## config.mk

```make
export PLATFORM = sky130hd
export DESIGN_NAME = source_lexer_top
export DESIGN_NICKNAME = d
export VERILOG_FILES = /design/src/rtl/core/slex_pkg.sv /design/src/rtl/core/source_lexer_top.sv
export SDC_FILE = /design/constraint.sdc
export NUM_CORES = 1
export LEC_CHECK = 0
export BUFFER_PORTS_ARGS = -buffer_cell sky130_fd_sc_hd__clkbuf_2
export CAP_MARGIN = 40
export CORE_MARGIN = 1.5
export CORE_UTILIZATION = 55
export DETAILED_ROUTE_END_ITERATION = 12
export PLACE_DENSITY = 0.71
export SYNTH_ARGS = -nofsm -noshare
export SYNTH_HDL_FRONTEND = slang
export SYNTH_SLANG_ARGS = --single-unit
```

## constraint.sdc

```tcl
create_clock -name i_clk -period 13.7 [get_ports i_clk]
set_clock_uncertainty 0.05 [all_clocks]
set_input_delay 4.11 -clock i_clk [delete_from_list [all_inputs] [get_ports i_clk]]
set_output_delay 4.11 -clock i_clk [all_outputs]
set_load 0.02 [all_outputs]
```

## src/rtl/core/slex_pkg.sv

```systemverilog
// Package for the source lexer: mode codes, token kinds, character codes,
// keyword table, payload structs and character classifier functions.
// No dependencies.
package slex_pkg;

    localparam int MAX_TEXT_CHARS = 8;
    localparam int LINE_BITS      = 16;

    localparam logic [3:0] M_IDLE       = 4'd0;
    localparam logic [3:0] M_SLASH      = 4'd1;
    localparam logic [3:0] M_LINE_CMT   = 4'd2;
    localparam logic [3:0] M_BLOCK_CMT  = 4'd3;
    localparam logic [3:0] M_BLOCK_STAR = 4'd4;
    localparam logic [3:0] M_IDENT      = 4'd5;
    localparam logic [3:0] M_NUMBER     = 4'd6;
    localparam logic [3:0] M_CHAR_OPEN  = 4'd7;
    localparam logic [3:0] M_CHAR_BODY  = 4'd8;
    localparam logic [3:0] M_ERROR      = 4'd9;

    localparam logic [4:0] K_RETURN   = 5'd0;
    localparam logic [4:0] K_VAR      = 5'd1;
    localparam logic [4:0] K_FUNC     = 5'd2;
    localparam logic [4:0] K_IDENT    = 5'd3;
    localparam logic [4:0] K_INT      = 5'd4;
    localparam logic [4:0] K_CHAR     = 5'd5;
    localparam logic [4:0] K_INTLIT   = 5'd6;
    localparam logic [4:0] K_CHARLIT  = 5'd7;
    localparam logic [4:0] K_IF       = 5'd8;
    localparam logic [4:0] K_ELIF     = 5'd9;
    localparam logic [4:0] K_ELSE     = 5'd10;
    localparam logic [4:0] K_SYM_BASE = 5'd11;
    localparam logic [4:0] K_SLASH    = 5'd21;
    localparam logic [4:0] K_ERROR    = 5'd22;

    localparam logic [1:0] E_NONE      = 2'd0;
    localparam logic [1:0] E_INVALID   = 2'd1;
    localparam logic [1:0] E_CHAR_BODY = 2'd2;
    localparam logic [1:0] E_NO_QUOTE  = 2'd3;

    localparam logic [7:0] C_SLASH   = 8'h2F;
    localparam logic [7:0] C_STAR    = 8'h2A;
    localparam logic [7:0] C_NEWLINE = 8'h0A;
    localparam logic [7:0] C_QUOTE   = 8'h27;
    localparam logic [7:0] C_UNDER   = 8'h5F;

    localparam int NUM_SYMS = 10;
    localparam logic [7:0] SYM_CHAR [NUM_SYMS] = '{
        8'h3D, 8'h3A, 8'h2C, 8'h28, 8'h29, 8'h7B, 8'h7D, 8'h2B, 8'h2D, 8'h2A
    };

    localparam int NUM_KW = 8;
    localparam logic [63:0] KW_TEXT [NUM_KW] = '{
        64'h0000_0000_0074_6E69,   // int
        64'h0000_0000_7261_6863,   // char
        64'h0000_0000_0072_6176,   // var
        64'h0000_0000_636E_7566,   // func
        64'h0000_6E72_7574_6572,   // return
        64'h0000_0000_0000_6669,   // if
        64'h0000_0000_6669_6C65,   // elif
        64'h0000_0000_6573_6C65    // else
    };
    localparam logic [3:0] KW_LEN [NUM_KW] = '{
        4'd3, 4'd4, 4'd3, 4'd4, 4'd6, 4'd2, 4'd4, 4'd4
    };
    localparam logic [4:0] KW_KIND [NUM_KW] = '{
        K_INT, K_CHAR, K_VAR, K_FUNC, K_RETURN, K_IF, K_ELIF, K_ELSE
    };

    typedef struct packed {
        logic [7:0] source_char;
        logic       source_end;
    } t_src;

    typedef struct packed {
        logic [4:0]  token_kind;
        logic [15:0] line_number;
        logic [63:0] token_text;
        logic [3:0]  text_length;
        logic        text_truncated;
        logic [1:0]  error_code;
        logic        run_last;
    } t_tok;

    function automatic logic f_is_alpha(logic [7:0] c);
        return c inside {[8'h61:8'h7A], [8'h41:8'h5A]};
    endfunction

    function automatic logic f_is_digit(logic [7:0] c);
        return c inside {[8'h30:8'h39]};
    endfunction

    function automatic logic f_is_space(logic [7:0] c);
        return c inside {8'h20, [8'h09:8'h0D]};
    endfunction

    function automatic logic [15:0] f_line(logic [LINE_BITS-1:0] v);
        logic [LINE_BITS+15:0] w;
        w = {16'd0, v};
        return w[15:0];
    endfunction

    function automatic t_tok f_tok(logic [4:0] kind, logic [63:0] text, logic [3:0] len,
                                   logic trunc, logic [1:0] err, logic [15:0] line);
        t_tok t;
        t.token_kind     = kind;
        t.line_number    = line;
        t.token_text     = text;
        t.text_length    = len;
        t.text_truncated = trunc;
        t.error_code     = err;
        t.run_last       = 1'b0;
        return t;
    endfunction

    function automatic t_tok f_finish(logic [3:0] mode, logic [63:0] text, logic [3:0] len,
                                      logic ovf, logic [15:0] line);
        logic       hit;
        logic [4:0] kw;
        hit = 1'b0;
        kw  = K_IDENT;
        if (mode != M_NUMBER && !ovf) begin
            for (int i = 0; i < NUM_KW; i++) begin
                if (!hit && len == KW_LEN[i] && text == KW_TEXT[i]) begin
                    hit = 1'b1;
                    kw  = KW_KIND[i];
                end
            end
        end
        if (hit) begin
            return f_tok(kw, 64'd0, 4'd0, 1'b0, E_NONE, line);
        end
        return f_tok((mode == M_NUMBER) ? K_INTLIT : K_IDENT, text, len, ovf, E_NONE, line);
    endfunction

endpackage

```

## src/rtl/core/source_lexer_top.sv

```systemverilog
// An accepted byte passes the input register, then the result register, before its
// first token shows. Throughput: one byte per cycle while the token side takes each
// token and a byte yields at most one; a byte with two tokens holds the next input.
// Reset (synchronous, active low) empties both registers, sets the lexer idle with an
// empty text buffer and the line counter to one.
// Source lexer top level; depends on slex_pkg.
module source_lexer_top (
    input  logic            i_clk,
    input  logic            i_rst_n,
    input  logic            i_src_valid,
    output logic            o_src_ready,
    input  slex_pkg::t_src  i_src,
    output logic            o_tok_valid,
    input  logic            i_tok_ready,
    output slex_pkg::t_tok  o_tok
);
    import slex_pkg::*;

    logic                 r_in_valid;
    t_src                 r_in;
    logic [3:0]           r_mode;
    logic [63:0]          r_buf;
    logic [3:0]           r_len;
    logic                 r_ovf;
    logic [LINE_BITS-1:0] r_line;
    t_tok                 r_res0;
    t_tok                 r_res1;
    logic [1:0]           r_rcnt;
    logic                 r_head;

    logic [3:0]           n_mode;
    logic [63:0]          n_buf;
    logic [3:0]           n_len;
    logic                 n_ovf;
    logic [LINE_BITS-1:0] n_line;
    logic [1:0]           n_rcnt;

    logic       tok_fire;
    logic       proc;
    logic [7:0] ch;
    logic [15:0] ln;
    logic       do_start;
    logic       a_v, b_v, c_v;
    t_tok       a_t, b_t, c_t;
    t_tok       s0, s1;
    logic       sym_hit;
    logic [4:0] sym_kind;

    assign tok_fire    = o_tok_valid && i_tok_ready;
    assign proc        = r_in_valid && (r_rcnt == 2'd0 || (r_rcnt == 2'd1 && tok_fire));
    assign o_src_ready = !r_in_valid || proc;
    assign o_tok_valid = (r_rcnt != 2'd0);
    assign o_tok       = r_head ? r_res1 : r_res0;
    assign ch          = r_in.source_char;
    assign ln          = f_line(r_line);

    always_comb begin
        sym_hit  = 1'b0;
        sym_kind = K_SYM_BASE;
        for (int i = 0; i < NUM_SYMS; i++) begin
            if (ch == SYM_CHAR[i]) begin
                sym_hit  = 1'b1;
                sym_kind = K_SYM_BASE + 5'(i);
            end
        end
    end

    always_comb begin
        n_mode   = r_mode;
        n_buf    = r_buf;
        n_len    = r_len;
        n_ovf    = r_ovf;
        n_line   = r_line;
        do_start = 1'b0;
        a_v      = 1'b0;
        b_v      = 1'b0;
        c_v      = 1'b0;
        a_t      = f_tok(K_SLASH, 64'd0, 4'd0, 1'b0, E_NONE, ln);
        b_t      = a_t;
        c_t      = a_t;

        case (r_mode)
            M_ERROR: begin
            end
            M_SLASH: begin
                if (ch == C_SLASH) begin
                    n_mode = M_LINE_CMT;
                end else if (ch == C_STAR) begin
                    n_mode = M_BLOCK_CMT;
                end else begin
                    a_v      = 1'b1;
                    do_start = 1'b1;
                end
            end
            M_LINE_CMT: begin
                if (ch == C_NEWLINE) begin
                    if (r_line != '1) n_line = r_line + 1'b1;
                    n_mode = M_IDLE;
                end
            end
            M_BLOCK_CMT: begin
                if (ch == C_STAR) n_mode = M_BLOCK_STAR;
            end
            M_BLOCK_STAR: begin
                if (ch == C_SLASH) begin
                    n_mode = M_IDLE;
                end else if (ch != C_STAR) begin
                    n_mode = M_BLOCK_CMT;
                end
            end
            M_IDENT, M_NUMBER: begin
                if ((r_mode == M_IDENT && (f_is_alpha(ch) || f_is_digit(ch) || ch == C_UNDER))
                    || (r_mode == M_NUMBER && f_is_digit(ch))) begin
                    if (r_len < 4'(MAX_TEXT_CHARS)) begin
                        for (int b = 0; b < 8; b++) begin
                            if (4'(b) == r_len) n_buf[8*b +: 8] = ch;
                        end
                        n_len = r_len + 4'd1;
                    end else begin
                        n_ovf = 1'b1;
                    end
                end else begin
                    a_v      = 1'b1;
                    a_t      = f_finish(r_mode, r_buf, r_len, r_ovf, ln);
                    n_buf    = 64'd0;
                    n_len    = 4'd0;
                    n_ovf    = 1'b0;
                    do_start = 1'b1;
                end
            end
            M_CHAR_OPEN: begin
                n_buf = 64'd0;
                n_len = 4'd0;
                n_ovf = 1'b0;
                if (f_is_alpha(ch) || f_is_digit(ch)) begin
                    n_buf[7:0] = ch;
                    n_len      = 4'd1;
                    n_mode     = M_CHAR_BODY;
                end else begin
                    a_v    = 1'b1;
                    a_t    = f_tok(K_ERROR, 64'd0, 4'd0, 1'b0, E_CHAR_BODY, ln);
                    n_mode = M_ERROR;
                end
            end
            M_CHAR_BODY: begin
                a_v   = 1'b1;
                n_buf = 64'd0;
                n_len = 4'd0;
                n_ovf = 1'b0;
                if (ch == C_QUOTE) begin
                    a_t    = f_tok(K_CHARLIT, r_buf, r_len, 1'b0, E_NONE, ln);
                    n_mode = M_IDLE;
                end else begin
                    a_t    = f_tok(K_ERROR, 64'd0, 4'd0, 1'b0, E_NO_QUOTE, ln);
                    n_mode = M_ERROR;
                end
            end
            default: begin
                do_start = 1'b1;
            end
        endcase

        if (do_start) begin
            n_mode = M_IDLE;
            if (ch == C_SLASH) begin
                n_mode = M_SLASH;
            end else if (f_is_alpha(ch) || f_is_digit(ch)) begin
                n_buf      = 64'd0;
                n_buf[7:0] = ch;
                n_len      = 4'd1;
                n_ovf      = 1'b0;
                n_mode     = f_is_alpha(ch) ? M_IDENT : M_NUMBER;
            end else if (sym_hit) begin
                b_v = 1'b1;
                b_t = f_tok(sym_kind, 64'd0, 4'd0, 1'b0, E_NONE, ln);
            end else if (ch == C_QUOTE) begin
                n_mode = M_CHAR_OPEN;
            end else if (ch == C_NEWLINE) begin
                if (r_line != '1) n_line = r_line + 1'b1;
            end else if (!f_is_space(ch)) begin
                b_v    = 1'b1;
                b_t    = f_tok(K_ERROR, {56'd0, ch}, 4'd1, 1'b0, E_INVALID, ln);
                n_buf  = 64'd0;
                n_len  = 4'd0;
                n_ovf  = 1'b0;
                n_mode = M_ERROR;
            end
        end

        if (r_in.source_end) begin
            case (n_mode)
                M_IDENT, M_NUMBER: begin
                    c_v = 1'b1;
                    c_t = f_finish(n_mode, n_buf, n_len, n_ovf, ln);
                end
                M_SLASH: begin
                    c_v = 1'b1;
                end
                M_CHAR_OPEN: begin
                    c_v = 1'b1;
                    c_t = f_tok(K_ERROR, 64'd0, 4'd0, 1'b0, E_CHAR_BODY, ln);
                end
                M_CHAR_BODY: begin
                    c_v = 1'b1;
                    c_t = f_tok(K_ERROR, 64'd0, 4'd0, 1'b0, E_NO_QUOTE, ln);
                end
                default: begin
                end
            endcase
            n_mode = M_IDLE;
            n_buf  = 64'd0;
            n_len  = 4'd0;
            n_ovf  = 1'b0;
            n_line = LINE_BITS'(1);
        end
    end

    always_comb begin
        s0 = a_v ? a_t : (b_v ? b_t : c_t);
        s1 = a_v ? (b_v ? b_t : c_t) : c_t;
        if (32'(a_v) + 32'(b_v) + 32'(c_v) >= 2) begin
            n_rcnt      = 2'd2;
            s1.run_last = 1'b1;
        end else if (a_v || b_v || c_v) begin
            n_rcnt      = 2'd1;
            s0.run_last = 1'b1;
        end else begin
            n_rcnt = 2'd0;
        end
    end

    always_ff @(posedge i_clk) begin
        if (!i_rst_n) begin
            r_in_valid <= 1'b0;
            r_mode     <= M_IDLE;
            r_buf      <= 64'd0;
            r_len      <= 4'd0;
            r_ovf      <= 1'b0;
            r_line     <= LINE_BITS'(1);
            r_rcnt     <= 2'd0;
            r_head     <= 1'b0;
        end else begin
            if (i_src_valid && o_src_ready) begin
                r_in_valid <= 1'b1;
            end else if (proc) begin
                r_in_valid <= 1'b0;
            end
            if (proc) begin
                r_mode <= n_mode;
                r_buf  <= n_buf;
                r_len  <= n_len;
                r_ovf  <= n_ovf;
                r_line <= n_line;
                r_rcnt <= n_rcnt;
                r_head <= 1'b0;
            end else if (tok_fire) begin
                if (r_rcnt == 2'd2) begin
                    r_rcnt <= 2'd1;
                    r_head <= 1'b1;
                end else begin
                    r_rcnt <= 2'd0;
                    r_head <= 1'b0;
                end
            end
        end
    end

    always_ff @(posedge i_clk) begin
        if (i_src_valid && o_src_ready) r_in <= i_src;
        if (proc) begin
            r_res0 <= s0;
            r_res1 <= s1;
        end
    end

`ifndef ASSERT_OFF
    a_end_resets: assert property (@(posedge i_clk) disable iff (!i_rst_n)
        proc && r_in.source_end |=> r_mode == M_IDLE && r_line == LINE_BITS'(1))
        else $error("end of source did not reset the lexer");
    a_error_silent: assert property (@(posedge i_clk) disable iff (!i_rst_n)
        proc && r_mode == M_ERROR |-> n_rcnt == 2'd0)
        else $error("token produced while discarding after an error");
    a_head_second: assert property (@(posedge i_clk) disable iff (!i_rst_n)
        r_head |-> r_rcnt == 2'd1)
        else $error("second result slot selected with wrong count");
    a_idle_empty: assert property (@(posedge i_clk) disable iff (!i_rst_n)
        r_mode == M_IDLE |-> r_len == 4'd0 && !r_ovf)
        else $error("text buffer not empty in idle mode");
    a_line_nonzero: assert property (@(posedge i_clk) disable iff (!i_rst_n)
        r_line != '0)
        else $error("line counter reached zero");
`endif

endmodule

```

==> run summary, run 1 <==
Worst Reg-to-Reg Cells -> 15
Slew HR -> 38.9%
Max Freq -> 113 MHz
Leakage -> 5.63 nW
Max VDD drop -> 0.102 mV
total CTS buffers -> 28
via count -> 13,600
critical path data arrival time -> 4730 ps
commonest non-fill, non-tap cell in the layout -> nand2_1
initial antenna violation count -> 0
Power per Cell Area -> 112 nW/um^2
Die ar. -> 29,200 um^2
register area -> 7240 um^2
register bit total from synthesis -> 272
DPL Wire Length -> 33.3 mm
GRT Total Usage -> 32.8%
share of the yosys chip area belonging to registers -> 46.6%
maxcap violations -> 0
DR iter-0 viols -> 1,556
pre-CTS setup slack -> 4830 ps
Area contributors post-synth -> edfxtp_1, dfxtp_1, mux2_2, nand2_1, a21oi_1
path type of the worst setup path -> input port to output pin
Mapped Cells -> 1,619
vias in the first global route -> 12,800
final hold vios -> 0
drt pass-1 iters -> 10
final setup vio count -> 0
routed wire length -> 48.1 mm
Mean Syn Cell Area -> 9.58 um^2
layout cells sized above 1 -> 18.5%
Setup Fix Bufs, Post-CTS -> 0
first-pass GRT wire length -> 73.5 mm
via density per instance -> 6.61
buffers added on ports -> 107
unrepaired setup endpoints after global routing -> false
final slew viol count -> 0
Worst Setup End Kind -> output pin
io pins -> 108
final worst path period share -> 64.9%
FFs w/ async S/R, synth -> 0%
worst skew pair latency -> 560 ps
mapped cell area -> 15,500 um^2
CTS tree -> built
filler cell count -> 2,430
remaining antenna violation count after routing -> 0
yosys warns -> 0
GRT overflow -> 0
CTS Buffer Depth -> 3
pin count of the biggest net entering global routing -> 95
commonest cells after routing, fill and taps aside -> nand2_1, edfxtp_1, nor2_1, clkbuf_2, a21oi_1
startpoint type of the worst setup path -> input port
Synth Flop Type -> edfxtp_1
Worst Path Max Fanout -> 5
Critical Path RT -> 9540 ps
WHS Path Cells -> 0
ant diodes -> 0
final net count -> 1,677
worst hold path type -> flip-flop to flip-flop
DRC viols -> 0
DIE HEIGHT -> 171 um
Rows -> 61
post-CTS sizing -> 0
Synth top area share -> 34.6%
multi-input logic area -> 7580 um^2
Synth cell types -> 87
minimum clock period -> 8890 ps
drt wl/cell -> 23.4 um
core area -> 27,800 um^2
GPL Wtd Cong -> 0.995
clk sinks -> 272
Synth area leader -> edfxtp_1
Post-synth EDFFs -> 179
status -> completed
Initial Util -> 55.8%
setup tns final -> 0 ps
H-Tree Depth -> 1
Reg clk slew, reported paths -> 60 ps
syn nets -> 1,638
area grow syn2layout -> 11.0%
CTS Root Cell -> clkbuf_16
hold_buf cts -> 0
worst hold slack -> 431 ps
die width -> 171 um
final setup margin -> 4810 ps
slew at the pin closest to its max-slew limit -> 909 ps
-- flip-flops by register name, summed over array words and instances (netlist names) --
name / cells
r_head: 1
r_res1: 77
r_ovf: 1
r_len: 4
r_in_valid: 1
r_rcnt: 2
ch: 8
r_in: 1
r_buf: 64
r_mode: 4
ln: 16
r_res0: 93
-- critical path: stages --
cell      delay (ps)
clkbuf_2         120
nand2b_1         180
nand2_1          100
nand2_1           70
clkbuf_2         150
-- Yosys cell counts (all sizes together) (13+ instances only) --
library cell,count
nand2,199
a22o,46
o21ai,113
and2,33
dfxtp,93
clkbuf,79
nor2,107
mux2,81
o2bb2ai,34
nor3,44
nand4,29
inv,21
or2,15
or4,18
nand3,49
buf,52
o31ai,22
nor2b,17
edfxtp,179
nand2b,13
nor4,34
a21oi,105
-- metal layers --
| metal | track usage (%) | wire length [um] | vias up |
|---|---|---|---|
| met1 | 46.4 | 20500 | 6540 |
| met4 | 13.8 | 1860 | 0 |
| met2 | 50.1 | 21200 | 700 |
| met3 | 5.18 | 4580 | 121 |
| met5 | 0 | 0 | - |
| li1 | - | - | 6243 |
-- final timing paths --
kind | start | to | slack [ps]
worst min register to register | ln[15]$_SDFFE_PN0P_ | r_res0[87]$_DFFE_PP_ | 430
worst max-delay path | i_tok_ready | o_src_ready | 4810
worst min-delay path | ln[15]$_SDFFE_PN0P_ | r_res0[87]$_DFFE_PP_ | 430
worst max register to register | ch[6]$_DFFE_PP_ | r_res0[5]$_DFFE_PP_ | 7190
-- logic make-up (layout without fill, tap and decap cells) --
logic type               Yosys count  in the layout  synth area share (%)
buffers and inverters            153            214                  4.52
AO/OA/AOI/OAI                    456            456                  20.4
XOR/XNOR                           7              7                 0.395
multiplexers                      87             87                  6.27
adder cells (fa/ha/maj)            6              6                 0.484
AND/OR/NAND/NOR                  638            638                  21.3
flip-flops                       272            272                  46.6
-- layout make-up --
cell class,instances,share of cell area (%)
Timing Repair Buffer,140,5.07
Clock inverter,12,0.545
Clock buffer,40,5.06
Inverter,22,0.509
Tap cell,378,2.75
Multi-Input combinational cell,1194,44.0
Sequential cell,272,42.0
-- through the flow --
step	instances	utilization, %	total power [mW]	instance area [um^2]
floorplan	1619	-	1.09	15500
global placement	1997	57.9	1.15	16100
detailed placement	2006	58.5	1.16	16300
CTS	2058	62.0	1.93	17200
global route	2058	62.0	1.98	17200
finish	2058	62.0	1.93	17200
-- power by group --
group	leakage [nW]	internal, mW	switching [mW]	total [mW]
Sequential	2.46	0.909	0.0126	0.922
Clock	0.476	0.461	0.321	0.782
Combinational	2.69	0.0657	0.156	0.221
Total	5.63	1.44	0.490	1.93
(Power assumes the default switching activity.)
==> run 2, diff against run 1 <==
ABC_AREA = 1   (was not set)
clock period = 9 ns   (was 13.7 ns; I/O delays follow)
==> run summary, run 2 <==
status -> completed
final worst path period share -> 67.7%
Worst Hold Path EP -> r_res0[81]$_DFFE_PP_
DIE HEIGHT -> 172 um (+0.90%)
final setup margin -> 2910 ps (-1900 ps)
CTS Buffer Depth -> 3 (unchanged)
slew at the pin closest to its max-slew limit -> 980 ps (+71.0 ps)
H-Tree Depth -> 1 (unchanged)
syn nets -> 1,980 (+21%)
vias in the first global route -> 13,400 (+5.0%)
Reg clk slew, reported paths -> 60 ps (about the same)
maxcap violations -> 0 (unchanged)
Critical Path Max Stage Delay -> 160 ps (-20 ps)
minimum clock period -> 6090 ps
Hold Startpoint -> ln[9]$_SDFFE_PN0P_
max FFs per register -> 93 (unchanged)
area grow syn2layout -> 10.0%
Synth cell types -> 55 (-37%)
multi-input logic area -> 7220 um^2 (-4.8%)
ant diodes -> 0 (unchanged)
Final Util -> 62.1% (+0.070 points)
WHS Path Cells -> 0 (unchanged)
Synth area leader -> edfxtp_1
mapped cell area -> 15,800 um^2 (+1.8%)
Area contributors post-synth -> edfxtp_1, dfxtp_1, nand2_1, mux2_2, o21ai_0
Post-synth EDFFs -> 179 (unchanged)
startpoint type of the worst setup path -> input port
DR iter-0 viols -> 1,607 (+3.3%)
DPL Wire Length -> 34.6 mm (+4.1%)
worst hold path type -> flip-flop to flip-flop
GRT Total Usage -> 33.0% (+0.20 points)
routed wire length -> 48.9 mm (+1.7%)
total CTS buffers -> 28 (unchanged)
post-CTS sizing -> 0 (unchanged)
post-route insts no fill -> 2,404 (+17%)
GRT overflow -> 0 (unchanged)
register bit total from synthesis -> 272 (unchanged)
final net count -> 2,023 (+21%)
Mean Syn Cell Area -> 8.06 um^2 (-16%)
first-pass GRT wire length -> 74.8 mm (+1.8%)
CP Cell Sequence -> clkbuf_2, inv_1, nand2_1, nand2_1, nand2_1, clkbuf_2
Initial Util -> 56.4% (+0.56 points)
reg2reg setup slack -> 3050 ps (-4140 ps)
via density per instance -> 5.97 (-9.7%)
pin count of the biggest net entering global routing -> 176 (+85%)
Max VDD drop -> 0.186 mV (+83%)
Worst Reg-to-Reg Cells -> 20 (+5)
CTS tree -> built
core area -> 28,000 um^2 (+0.82%)
Biggest register -> r_res0
clk sinks -> 272 (unchanged)
Critical Path RT -> 6250 ps (-3290 ps)
buffers added on ports -> 107 (unchanged)
final setup vio count -> 0 (unchanged)
Synth Flop Type -> edfxtp_1
hold_buf cts -> 0 (unchanged)
drt pass-1 iters -> 6 (-4)
filler cell count -> 2,535 (+4.3%)
Die ar. -> 29,800 um^2 (+1.8%)
layout cells sized above 1 -> 17.4% (-1.1 points)
FFs w/ async S/R, synth -> 0% (unchanged)
CTS Root Cell -> clkbuf_16
unrepaired setup endpoints after global routing -> false
critical path data arrival time -> 3340 ps (-1390 ps)
remaining antenna violation count after routing -> 0 (unchanged)
commonest non-fill, non-tap cell in the layout -> nand2_1
Slew HR -> 34.7% (-4.2 points)
register area -> 7240 um^2 (unchanged)
DRC viols -> 0 (unchanged)
list of most frequent post-synthesis cells -> nand2_1, nor2_1, inv_1
die width -> 172 um (+0.90%)
Setup Fix Bufs, Post-CTS -> 0 (unchanged)
CP dominant cell by count -> nand2_1
commonest cells after routing, fill and taps aside -> nand2_1, nor2_1, inv_1, edfxtp_1, o21ai_0
R2R Path End -> r_res0[41]$_DFFE_PP_
setup tns final -> 0 ps (unchanged)
Largest regs -> r_res0: 93 flops, r_res1: 77 flops, r_buf: 64 flops
yosys warns -> 0 (unchanged)
Leakage -> 6.98 nW (+24%)
via count -> 14,300 (+5.4%)
crit path max-delay cell type -> clkbuf_2
path type of the worst setup path -> input port to output pin
Rows -> 61 (unchanged)
Mapped Cells -> 1,961 (+21%)
Worst Setup End Kind -> output pin
share of the yosys chip area belonging to registers -> 45.8% (-0.84 points)
dpl cells -> 2,352 (+17%)
pre-CTS setup slack -> 2920 ps (-1910 ps)
most frequent cell after synthesis -> nand2_1
r2r startpoint -> ch[0]$_DFFE_PP_
Power per Cell Area -> 170 nW/um^2 (+52%)
drt wl/cell -> 20.4 um (-13%)
final slew viol count -> 0 (unchanged)
io pins -> 108 (unchanged)
GPL Wtd Cong -> 0.964 (-3.1%)
worst skew pair latency -> 570 ps (about the same)
Synth top area share -> 34.0% (-0.63 points)
final hold vios -> 0 (unchanged)
Worst Path Max Fanout -> 3 (-2)
Max Freq -> 164 MHz
initial antenna violation count -> 0 (unchanged)
run 2: worst max-delay path by stage:
| stage | startpoint | to | cells past startpoint |
|---|---|---|---|
| detailed placement | i_tok_ready | o_src_ready | 6 |
| global route | r_mode[1]$_SDFFE_PN0P_ | r_res0[50]$_DFFE_PP_ | 24 |
| floorplan | i_tok_ready | r_buf[32]$_SDFFE_PN0P_ | 12 |
| global placement | i_tok_ready | o_src_ready | 6 |
| finish | i_tok_ready | o_src_ready | 6 |
| CTS | i_tok_ready | o_src_ready | 6 |
run 2: report_power, final:
group | internal (mW) | total (mW) | switching [mW] | leakage (nW)
combinational | 0.0936 | 0.366 | 0.273 | 4.04
clock | 0.682 | 1.18 | 0.494 | 0.464
sequential | 1.38 | 1.41 | 0.0254 | 2.47
run 2: stage by stage:
step                hold slack [ps]  cell area, um^2  power (mW)
global route                    396            17400        3.05
CTS                             384            17400        2.96
finish                          381            17400        2.95
floorplan                       358            15800        1.70
global placement                367            16300        1.79
detailed placement              376            16400        1.80
run 2: cells by family (layout without fill, tap and decap cells):
logic type,Yosys count,count (layout),synth area share [%]
compound gates,353,353,13.1
buf+inv,312,377,8.73
fa+ha+maj,6,6,0.475
flops,272,272,45.8
simple gates,935,935,26.1
mux,77,77,5.49
xor+xnor,6,6,0.333
run 2: layout make-up:
| type | count | share of cell area [%] |
|---|---|---|
| Tap cell | 378 | 2.72 |
| Inverter | 203 | 4.41 |
| Multi-Input combinational cell | 1377 | 41.5 |
| Clock buffer | 38 | 4.59 |
| Sequential cell | 272 | 41.7 |
| Clock inverter | 14 | 0.893 |
| Timing Repair Buffer | 122 | 4.22 |
run 2: metal layers:
metal | up-vias | routed length (um) | global-route usage [%]
met3 | 115 | 4200 | 5.13
met5 | - | 0 | 0
met4 | 0 | 1730 | 12.6
li1 | 6729 | - | -
met1 | 6786 | 20100 | 43.5
met2 | 713 | 22900 | 54.7
run 2: critical path: cells and delay by family:
kind,cells,cell delay [ps]
AND/OR/NAND/NOR,3,300
buffers and inverters,3,340
